### src/rtl/core/kvs_pkg.sv
`timescale 1ns / 1ps

package kvs_pkg;

	// table geometry
	localparam int MAX_KEYS = 64;
	localparam int KEY_AW   = $clog2(MAX_KEYS);
	localparam int NUM_W    = KEY_AW + 1;

	// field widths
	localparam int CNT_W  = 7;
	localparam int SLOT_W = 6;
	localparam int TIME_W = 32;
	localparam int VAL_W  = 32;
	localparam int W_W    = 16;
	localparam int DIV_CW = $clog2(W_W);
	localparam int NCOMP  = 3;
	localparam int COMP_W = 2;
	localparam int DIFF_W = VAL_W + 1;
	localparam int PROD_W = DIFF_W + W_W + 1;

	// operation codes
	localparam logic OP_WRITE  = 1'b0;
	localparam logic OP_SAMPLE = 1'b1;

	typedef enum logic [1:0] {
		ST_INTERP = 2'd0,
		ST_BEFORE = 2'd1,
		ST_AFTER  = 2'd2,
		ST_EMPTY  = 2'd3
	} status_t;

	typedef enum logic [3:0] {
		S_IDLE,
		S_CHK0,
		S_SCAN,
		S_DIV,
		S_VA,
		S_VB,
		S_VW,
		S_MUL,
		S_FIN,
		S_DONE
	} state_t;

	// controller to datapath
	typedef struct packed {
		logic              key_wr;
		logic              start;
		logic              clr_res;
		logic              t_rd;
		logic              v_rd;
		logic [KEY_AW-1:0] rd_addr;
		logic              prev_ld;
		logic              div_init;
		logic              div_step;
		logic              va_ld;
		logic              vb_ld;
		logic              mul_en;
		logic [COMP_W-1:0] comp;
		logic              out_load;
		logic [SLOT_W-1:0] out_slot;
		status_t           out_status;
	} cmd_t;

	// datapath to controller
	typedef struct packed {
		logic le_first;
		logic hit;
	} sts_t;

endpackage

### src/rtl/core/kvs_ctrl.sv
`timescale 1ns / 1ps

module kvs_ctrl (
	input  logic                      clk,
	input  logic                      arst_n,
	input  logic                      cfg_we,
	input  logic [kvs_pkg::CNT_W-1:0] cfg_data,
	input  logic                      in_valid,
	input  logic                      in_op,
	output logic                      in_ready,
	input  logic                      out_ready,
	output logic                      out_valid,
	input  kvs_pkg::sts_t             sts,
	output kvs_pkg::cmd_t             cmd
);

	kvs_pkg::state_t                 state_q, state_d;
	logic [kvs_pkg::CNT_W-1:0]       key_count_q;
	logic [kvs_pkg::NUM_W-1:0]       n_q, n_d;
	logic [kvs_pkg::NUM_W-1:0]       idx_q, idx_d;
	logic [kvs_pkg::NUM_W-1:0]       idx_inc;
	logic [kvs_pkg::KEY_AW-1:0]      lo_q, lo_d;
	logic [kvs_pkg::KEY_AW-1:0]      hi_q, hi_d;
	kvs_pkg::status_t                status_q, status_d;
	logic [kvs_pkg::DIV_CW-1:0]      dcnt_q, dcnt_d;
	logic [kvs_pkg::COMP_W-1:0]      comp_q, comp_d;
	logic                            out_valid_q, out_valid_d;
	logic [kvs_pkg::NUM_W-1:0]       n_cfg;
	logic [kvs_pkg::KEY_AW-1:0]      last;

	// clamp the configured count to the table size
	assign n_cfg = (key_count_q > kvs_pkg::CNT_W'(kvs_pkg::MAX_KEYS)) ?
		kvs_pkg::NUM_W'(kvs_pkg::MAX_KEYS) : kvs_pkg::NUM_W'(key_count_q);
	assign idx_inc  = idx_q + 1'b1;
	assign last     = kvs_pkg::KEY_AW'(n_q - 1'b1);
	assign out_valid = out_valid_q;

	// configuration register
	always_ff @(posedge clk or negedge arst_n) begin
		if (!arst_n) begin
			key_count_q <= '0;
		end else if (cfg_we) begin
			key_count_q <= cfg_data;
		end
	end

	// state registers
	always_ff @(posedge clk or negedge arst_n) begin
		if (!arst_n) begin
			state_q     <= kvs_pkg::S_IDLE;
			n_q         <= '0;
			idx_q       <= '0;
			lo_q        <= '0;
			hi_q        <= '0;
			status_q    <= kvs_pkg::ST_INTERP;
			dcnt_q      <= '0;
			comp_q      <= '0;
			out_valid_q <= 1'b0;
		end else begin
			state_q     <= state_d;
			n_q         <= n_d;
			idx_q       <= idx_d;
			lo_q        <= lo_d;
			hi_q        <= hi_d;
			status_q    <= status_d;
			dcnt_q      <= dcnt_d;
			comp_q      <= comp_d;
			out_valid_q <= out_valid_d;
		end
	end

	// next state and commands
	always_comb begin
		state_d     = state_q;
		n_d         = n_q;
		idx_d       = idx_q;
		lo_d        = lo_q;
		hi_d        = hi_q;
		status_d    = status_q;
		dcnt_d      = dcnt_q;
		comp_d      = comp_q;
		in_ready    = 1'b0;
		cmd         = '0;
		cmd.comp    = comp_q;
		cmd.out_slot   = kvs_pkg::SLOT_W'(lo_q);
		cmd.out_status = status_q;
		out_valid_d = out_valid_q && !out_ready;

		case (state_q)
			kvs_pkg::S_IDLE: begin
				in_ready = 1'b1;
				if (in_valid) begin
					if (in_op == kvs_pkg::OP_WRITE) begin
						cmd.key_wr = 1'b1;
					end else begin
						cmd.start = 1'b1;
						n_d       = n_cfg;
						idx_d     = kvs_pkg::NUM_W'(1);
						lo_d      = '0;
						hi_d      = '0;
						if (n_cfg == '0) begin
							cmd.clr_res = 1'b1;
							status_d    = kvs_pkg::ST_EMPTY;
							state_d     = kvs_pkg::S_DONE;
						end else begin
							cmd.t_rd    = 1'b1;
							cmd.rd_addr = '0;
							state_d     = kvs_pkg::S_CHK0;
						end
					end
				end
			end
			kvs_pkg::S_CHK0: begin
				cmd.prev_ld = 1'b1;
				if (sts.le_first) begin
					status_d = kvs_pkg::ST_BEFORE;
					state_d  = kvs_pkg::S_VA;
				end else if (n_q == kvs_pkg::NUM_W'(1)) begin
					status_d = kvs_pkg::ST_AFTER;
					state_d  = kvs_pkg::S_VA;
				end else begin
					cmd.t_rd    = 1'b1;
					cmd.rd_addr = idx_q[kvs_pkg::KEY_AW-1:0];
					state_d     = kvs_pkg::S_SCAN;
				end
			end
			kvs_pkg::S_SCAN: begin
				if (sts.hit) begin
					cmd.div_init = 1'b1;
					lo_d     = kvs_pkg::KEY_AW'(idx_q - 1'b1);
					hi_d     = idx_q[kvs_pkg::KEY_AW-1:0];
					status_d = kvs_pkg::ST_INTERP;
					dcnt_d   = '0;
					state_d  = kvs_pkg::S_DIV;
				end else begin
					cmd.prev_ld = 1'b1;
					if (idx_inc == n_q) begin
						lo_d     = last;
						hi_d     = last;
						status_d = kvs_pkg::ST_AFTER;
						state_d  = kvs_pkg::S_VA;
					end else begin
						cmd.t_rd    = 1'b1;
						cmd.rd_addr = idx_inc[kvs_pkg::KEY_AW-1:0];
						idx_d       = idx_inc;
					end
				end
			end
			kvs_pkg::S_DIV: begin
				cmd.div_step = 1'b1;
				dcnt_d       = dcnt_q + 1'b1;
				if (dcnt_q == kvs_pkg::DIV_CW'(kvs_pkg::W_W - 1)) begin
					state_d = kvs_pkg::S_VA;
				end
			end
			kvs_pkg::S_VA: begin
				cmd.v_rd    = 1'b1;
				cmd.rd_addr = lo_q;
				state_d     = kvs_pkg::S_VB;
			end
			kvs_pkg::S_VB: begin
				cmd.va_ld   = 1'b1;
				cmd.v_rd    = 1'b1;
				cmd.rd_addr = hi_q;
				state_d     = kvs_pkg::S_VW;
			end
			kvs_pkg::S_VW: begin
				cmd.vb_ld = 1'b1;
				comp_d    = '0;
				state_d   = kvs_pkg::S_MUL;
			end
			kvs_pkg::S_MUL: begin
				cmd.mul_en = 1'b1;
				comp_d     = comp_q + 1'b1;
				if (comp_q == kvs_pkg::COMP_W'(kvs_pkg::NCOMP - 1)) begin
					state_d = kvs_pkg::S_FIN;
				end
			end
			kvs_pkg::S_FIN: begin
				state_d = kvs_pkg::S_DONE;
			end
			kvs_pkg::S_DONE: begin
				if (!out_valid_q || out_ready) begin
					cmd.out_load = 1'b1;
					out_valid_d  = 1'b1;
					state_d      = kvs_pkg::S_IDLE;
				end
			end
			default: begin
				state_d = kvs_pkg::S_IDLE;
			end
		endcase
	end

endmodule

### config.mk
export PLATFORM = sky130hd
export DESIGN_NAME = kvs_ctrl
export DESIGN_NICKNAME = d
export VERILOG_FILES = /design/src/rtl/core/kvs_pkg.sv /design/src/rtl/core/kvs_ctrl.sv
export SDC_FILE = /design/constraint.sdc
export NUM_CORES = 1
export LEC_CHECK = 0
export ABC_AREA = 0
export BUFFER_PORTS_ARGS = -buffer_cell sky130_fd_sc_hd__buf_2
export CORE_MARGIN = 2
export CORE_UTILIZATION = 55
export CTS_CLUSTER_DIAMETER = 40
export CTS_CLUSTER_SIZE = 40
export DETAILED_ROUTE_END_ITERATION = 10
export PLACE_DENSITY = 0.88
export SKIP_LAST_GASP = 1
export SLEW_MARGIN = 0
export SYNTH_ARGS = -nofsm -noshare
export SYNTH_HDL_FRONTEND = slang
export SYNTH_SLANG_ARGS = --single-unit
### constraint.sdc
create_clock -name clk -period 3.25 [get_ports clk]
set_input_delay 0.325 -clock clk [delete_from_list [all_inputs] [get_ports clk]]
set_output_delay 0.325 -clock clk [all_outputs]
set_load 0.01 [all_outputs]
==> flow_metrics.py, run 1 <==
metrics = {
    "synth": {
        "avgSynthCellArea_um2": 8.86,
        "muxShareOfSynthArea_pct": 7.33,
        "synth-compound-area-share_pct": 18.2,
        "synthAdderAreaFrac_pct": 2.48,
        "synth_flop_cell": "dfrtp_1",
        "synth-edff-count": 0,
        "synth_fp_nets": 362,
        "synth-simple-area-share_pct": 23.8,
        "ys_seq_elements": 46,
        "syn_area_um2": 3020,
        "syn_inst": 341,
        "ys_types": 58,
        "seq_area_frac_synth_pct": 38.1,
        "synth_top_family_by_area": "simple AND/OR/NAND/NOR gates",
        "async_flop_share_pct": 100,
        "synth-xor-area-share_pct": 5.42,
        "synth_warnings": 0,
    },
    "layout": {
        "diodes": 0,
        "final_layout_size_suffix_gt1_share_pct": 22.0,
        "fin_nets": 402,
        "fillers": 465,
        "area_growth_pct": 12.3,
        "final_util_pct": 65.2,
    },
    "global_routing": {
        "grt_max_degree": 47,
        "grt_usage_pct": 26.3,
        "antenna_found_initial": 0,
        "grt_pass1_wl_um": 12800,
        "first_global_vias": 2601,
        "grt-ovfl-total": 0,
    },
    "power": {
        "clkPwrFrac_pct": 12.2,
        "power.density_nw_per_um2": 907,
        "power_frac_comb_pct": 54.9,
        "leakage_nw": 1.63,
        "swShare_pct": 47.2,
        "p_int_w": 0.00162,
        "p_seq_share_pct": 32.9,
        "ir_worst_vdd_uv": 426,
        "switching_power_w": 0.00145,
        "total_power_w": 0.00308,
    },
    "floorplanning": {
        "initial_core_util_pct": 58.1,
        "io_pins": 45,
        "die-area_um2": 6110,
        "die_h_um": 78.1,
        "core_um2": 5200,
        "core.rowCount": 26,
        "die_w_um": 78.1,
    },
    "clocking": {
        "cts-root-buf": "clkbuf_8",
        "max-clock-path-buffers": 2,
        "cts_tree": "done",
        "numCtsBuffers": 5,
        "cts_htree_levels": 2,
        "clock_latency_ps": 310,
        "cts_sinks": 46,
        "postCtsHoldBufs": 0,
        "clk_pin_slew_ps": 100,
    },
    "timing": {
        "max_freq_ghz": 0.324,
        "finalCritPeriodShare_pct": 95.1,
        "finalSetupTns_ps": 0,
        "slew_headroom_pct": 30.1,
        "drv_slew": 0,
        "worst_pin_slew_ps": 1050,
        "final-hold-violation-count": 0,
        "grt_setup_unrepaired": "false",
        "finalSetupViolCount": 0,
        "whs_ps": 189,
        "period_minus_slack_ps": 3090,
        "fin_worst_skew_ps": 8.41,
    },
    "drt": {
        "drt_first_pass_iters": 6,
        "wl_per_cell_um": 16.9,
        "viasPerCell": 6.10,
        "ant_nets": 0,
        "wl_um": 7630,
        "drc": 0,
        "drtIter0Drc": 321,
        "vias": 2759,
    },
    "worst_setup_path": {
        "cp_max_fo": 11,
        "cp-start-kind": "flip-flop",
        "crit_path_end_kind": "output pin",
        "arrival_ps": 2770,
        "critPathKind": "reg -> out",
        "r2r_slack_ps": 730,
        "cp.required_ps": 2920,
    },
    "placed_design": {
        "gp_congestion": 0.963,
        "port_buffers": 44,
        "place_hpwl_um": 5540,
    },
    "run": {
        "max_cap_violations": 0,
    },
    "run_status": {
        "status": "completed",
    },
    "min_path": {
        "hold_path_class": "in -> async",
    },
}
worst paths after layout:
check | start | to | depth (start not counted)
setup / recovery | idx_q[0] | cmd[21] | 9
hold / removal | arst_n | state_q[2] | 1
setup reg to reg | idx_q[0] | state_q[1] | 8
hold reg to reg | hi_q[5] | hi_q[5] | 1
max in group asynchronous | arst_n | idx_q[2] | 1
min in group clk | cfg_data[6] | key_count_q[6] | 2
flip-flops by register name (all words and copies together), names as in the netlist:
signal       flops
comp_q           2
dcnt_q           4
hi_q             6
idx_q            7
key_count_q      7
lo_q             6
n_q              7
out_valid        1
state_q          4
status_q         2
power by group through the flow:
stage / logic [W] / registers, W / clock network, W
finish: 0.00169 / 0.00101 / 0.000374
floorplan: 0.00128 / 0.000930 / 0
CTS: 0.00167 / 0.00100 / 0.000378
global route: 0.00186 / 0.00105 / 0.000402
detailed placement: 0.00166 / 0.00102 / 0
global placement: 0.00160 / 0.00100 / 0
metrics by stage:
step / worst slack (ps) / instances / cell area (um^2)
4_1_cts: 94.5 / 451 / 3380
2_1_floorplan: 772 / 341 / 3020
6_report: 160 / 452 / 3390
5_1_grt: 18.9 / 452 / 3390
3_3_place_gp: 502 / 443 / 3290
3_5_place_dp: 434 / 443 / 3290
placed cells by master, fill, tap and decap left out, drive strengths merged, types with 3 or more instances in the layout:
master,instances
or2,3
a31oi,4
inv,16
o21ai,30
nand2b,12
nor2b,3
o22ai,4
nor2,23
a221o,4
dfrtp,46
clkbuf,5
ha,6
o211ai,5
mux2,9
nand2,48
and3,7
nand3,16
mux2i,12
or3,4
a21oi,11
xor2,10
buf,51
a211o,6
nor3,11
nand3b,3
xnor2,7
critical path: stages, from the launching register on:
cell       delay [ps]
dfrtp_1           540
ha_2              330
xor2_1            170
o2111ai_1         130
o21ai_1           370
o31ai_4           150
buf_4             190
or3_1             330
o211ai_1           90
buf_2             150
cells in the mapped netlist, types with 4 or more instances:
| cell type | number | area share (%) |
|---|---|---|
| buf_2 | 7 | 1.2 |
| and3_1 | 6 | 1.2 |
| o21ai_0 | 29 | 4.8 |
| inv_1 | 14 | 1.7 |
| a221o_1 | 4 | 1.3 |
| o211ai_1 | 5 | 1.2 |
| a21oi_1 | 11 | 1.8 |
| xor2_1 | 10 | 2.9 |
| a211o_1 | 6 | 1.7 |
| nor3_1 | 10 | 1.7 |
| a31oi_1 | 4 | 0.83 |
| mux2_2 | 9 | 3.4 |
| nand3_1 | 15 | 2.5 |
| nand2b_1 | 12 | 2.5 |
| ha_1 | 6 | 2.5 |
| xnor2_1 | 5 | 1.4 |
| or3_1 | 4 | 0.83 |
| dfrtp_1 | 46 | 38 |
| mux2i_1 | 12 | 4.0 |
| o22ai_1 | 4 | 0.83 |
| nor2_1 | 22 | 2.7 |
| clkbuf_1 | 6 | 0.74 |
| nand2_1 | 47 | 5.8 |
metal layers:
metal  vias to the layer above  routed length [um]  GRT usage [%]
met5                         -                   0              0
met4                         0                 149           9.65
met3                        14                 485           4.25
met2                       129                3750           42.6
met1                      1327                3240           35.6
li1                       1289                   -              -
area by class of cell:
class,count,area [um^2],share of cell area [%]
repair buffers,51,273,8.04
inverters,15,56.3,1.66
well taps,70,87.6,2.58
flip-flops and latches,46,1150,34.0
multi-input cells,262,1730,51.0
clock buffers,5,68.8,2.03
clock inverters,3,25.0,0.737
repair_timing:
item,in CTS,in global routing
endpoints found under the setup margin,0,6
resized for setup,0,2
buffers inserted,0,1
cells by family after synthesis:
kind of cell	after synthesis
adders and majority gates	6
DFF	46
AOI/OAI and AO/OA	78
xor gates and xnor gates	17
buffers and inverters	33
and+or+nand+nor	140
muxes	21
Power figures use the tool's default switching activity.
==> inputs of run 2 (changes only) <==
--- a/config.mk
+++ b/config.mk
@@ -6,13 +6,13 @@
 export NUM_CORES = 1
 export LEC_CHECK = 0
 export ABC_AREA = 0
-export BUFFER_PORTS_ARGS = -buffer_cell sky130_fd_sc_hd__buf_2
 export CORE_MARGIN = 2
 export CORE_UTILIZATION = 55
 export CTS_CLUSTER_DIAMETER = 40
 export CTS_CLUSTER_SIZE = 40
 export DETAILED_ROUTE_END_ITERATION = 10
-export PLACE_DENSITY = 0.88
+export DONT_BUFFER_PORTS = 1
+export PLACE_DENSITY = 0.81
 export SKIP_LAST_GASP = 1
 export SLEW_MARGIN = 0
 export SYNTH_ARGS = -nofsm -noshare
==> flow_metrics.py, run 2 (same netlist as run 1, synthesis figures left out) <==
metrics = {
    "layout": {
        "top_regs": "idx_q (7), key_count_q (7), n_q (7)",
        "fin_nets": 359,
        "layout_common_cells": "nand2_1, dfrtp_1, o21ai_0",
        "diodes": 0,
        "final_common_cell": "nand2_1",
        "final_util_pct": 61.4,
        "fillers": 465,
        "area_growth_pct": 5.71,
        "final_layout_size_suffix_gt1_share_pct": 11.2,
    },
    "timing": {
        "period_minus_slack_ps": 3110,
        "fin_worst_skew_ps": 9.79,
        "drv_slew": 0,
        "worst_pin_slew_ps": 777,
        "finalSetupViolCount": 0,
        "final-hold-violation-count": 0,
        "finalSetupTns_ps": 0,
        "setup_slack_ps": 136,
        "max_freq_ghz": 0.321,
        "finalCritPeriodShare_pct": 95.8,
        "slew_headroom_pct": 47.8,
        "grt_setup_unrepaired": "false",
        "whs_ps": 144,
    },
    "global_routing": {
        "antenna_found_initial": 0,
        "grt-ovfl-total": 0,
        "grt_max_degree": 47,
        "grt.busiest_layer": "met2",
        "gr-usage-met3_pct": 5.86,
        "grtUsageMet1_pct": 34.3,
        "first_global_vias": 2348,
        "grt_usage_pct": 24.5,
        "grt_pass1_wl_um": 11900,
        "met2_usage_pct": 38.7,
    },
    "drt": {
        "drt_first_pass_iters": 5,
        "wl_um": 7210,
        "vias": 2620,
        "viasPerCell": 6.41,
        "ant_nets": 0,
        "wl_per_cell_um": 17.6,
        "drc": 0,
        "drtIter0Drc": 212,
    },
    "min_path": {
        "hold_path_class": "in -> reg",
    },
    "worst_setup_path": {
        "crit_path_end_kind": "output pin",
        "path_cells": "ha_1 -> and3_4 -> a31oi_1 -> o2111ai_4 -> nor3_4 -> nor2_1 -> a221o_1",
        "cp.required_ps": 2920,
        "crit_family": "compound AO/OA/AOI/OAI gates",
        "cp_max_fo": 11,
        "cpPeakStageDelay_ps": 510,
        "critPathSlowestCell": "dfrtp_1",
        "cp-start-kind": "flip-flop",
        "path_buf_inv": 0,
        "arrival_ps": 2790,
        "critPathKind": "reg -> out",
    },
    "clocking": {
        "cts_htree_levels": 2,
        "max-clock-path-buffers": 2,
        "clk_pin_slew_ps": 90,
        "cts_tree": "done",
        "cts_sinks": 46,
        "numCtsBuffers": 5,
        "cts-root-buf": "clkbuf_8",
        "clock_latency_ps": 310,
    },
    "placed_design": {
        "port_buffers": 0,
        "dp_slack_ps": 479,
        "gp_congestion": 0.925,
        "place_hpwl_um": 5260,
    },
    "power": {
        "leakage_nw": 1.44,
        "power.density_nw_per_um2": 917,
        "ir_worst_vdd_uv": 486,
    },
    "floorplanning": {
        "die-area_um2": 6110,
        "die_w_um": 78.1,
        "die_h_um": 78.1,
        "initial_core_util_pct": 58.1,
        "core_um2": 5200,
        "io_pins": 45,
        "core.rowCount": 26,
    },
    "run": {
        "max_cap_violations": 0,
    },
    "run_status": {
        "status": "completed",
    },
}
## run 2: cell count changes in the layout (fill, tap and decap cells not counted)
| cell | previous run | this run |
|---|---|---|
| buf_16 | 0 | 1 |
| dlygate4sd3_1 | 0 | 1 |
| ha_1 | 5 | 6 |
| dfrtp_2 | 1 | 0 |
| ha_2 | 1 | 0 |
| buf_2 | 44 | 0 |
| buf_4 | 7 | 6 |
| inv_6 | 1 | 0 |
| clkinv_2 | 0 | 1 |
| dfrtp_1 | 45 | 46 |
## run 2: cell type report
type	instances	area, um^2	area share [%]
timing repair buffer	8	82.6	2.58
sequential	46	1150	36.0
clock buffer	5	68.8	2.15
inverter	15	56.3	1.76
multi-input combinational	262	1730	54.1
clock inverter	3	21.3	0.666
tap	70	87.6	2.74
## run 2: where the power goes
group,switching [W],leakage (nW),internal [W]
Combinational,0.000921,0.811,0.000616
Clock,0.000209,0.0441,0.000151
Sequential,0.000270,0.584,0.000762
## run 2: per-layer routing
layer,wire [um],vias to the layer above
met5,0,-
met4,126,0
met3,614,14
met2,3330,119
met1,3140,1280
li1,-,1207
## run 2: timing repair
action | in CTS | in global routing
buffers inserted | 0 | 0
hold endpoints to repair | 46 | 0
gates resized for setup | 0 | 0
setup endpoints to repair | 0 | 1
hold buffers | 2 | 0
## run 2: path summary, 6_finish.rpt
kind,from,to,slack [ps],depth (start not counted)
max in group asynchronous,arst_n,hi_q[5],2520,2
min in group asynchronous,arst_n,comp_q[1],510,2
min reg2reg,hi_q[1],hi_q[1],500,1
max reg2reg,idx_q[0],idx_q[0],570,7
max,idx_q[0],cmd[18],140,7
min,sts[0],hi_q[2],140,1
## run 2: per-stage QoR
| stage | area, um^2 | total power (W) | std cells |
|---|---|---|---|
| 3_3_place_gp | 3070 | 0.00249 | 399 |
| 2_1_floorplan | 3020 | 0.00221 | 341 |
| 6_report | 3200 | 0.00293 | 409 |
| 5_1_grt | 3200 | 0.00315 | 409 |
| 3_5_place_dp | 3070 | 0.00254 | 399 |
| 4_1_cts | 3200 | 0.00291 | 409 |
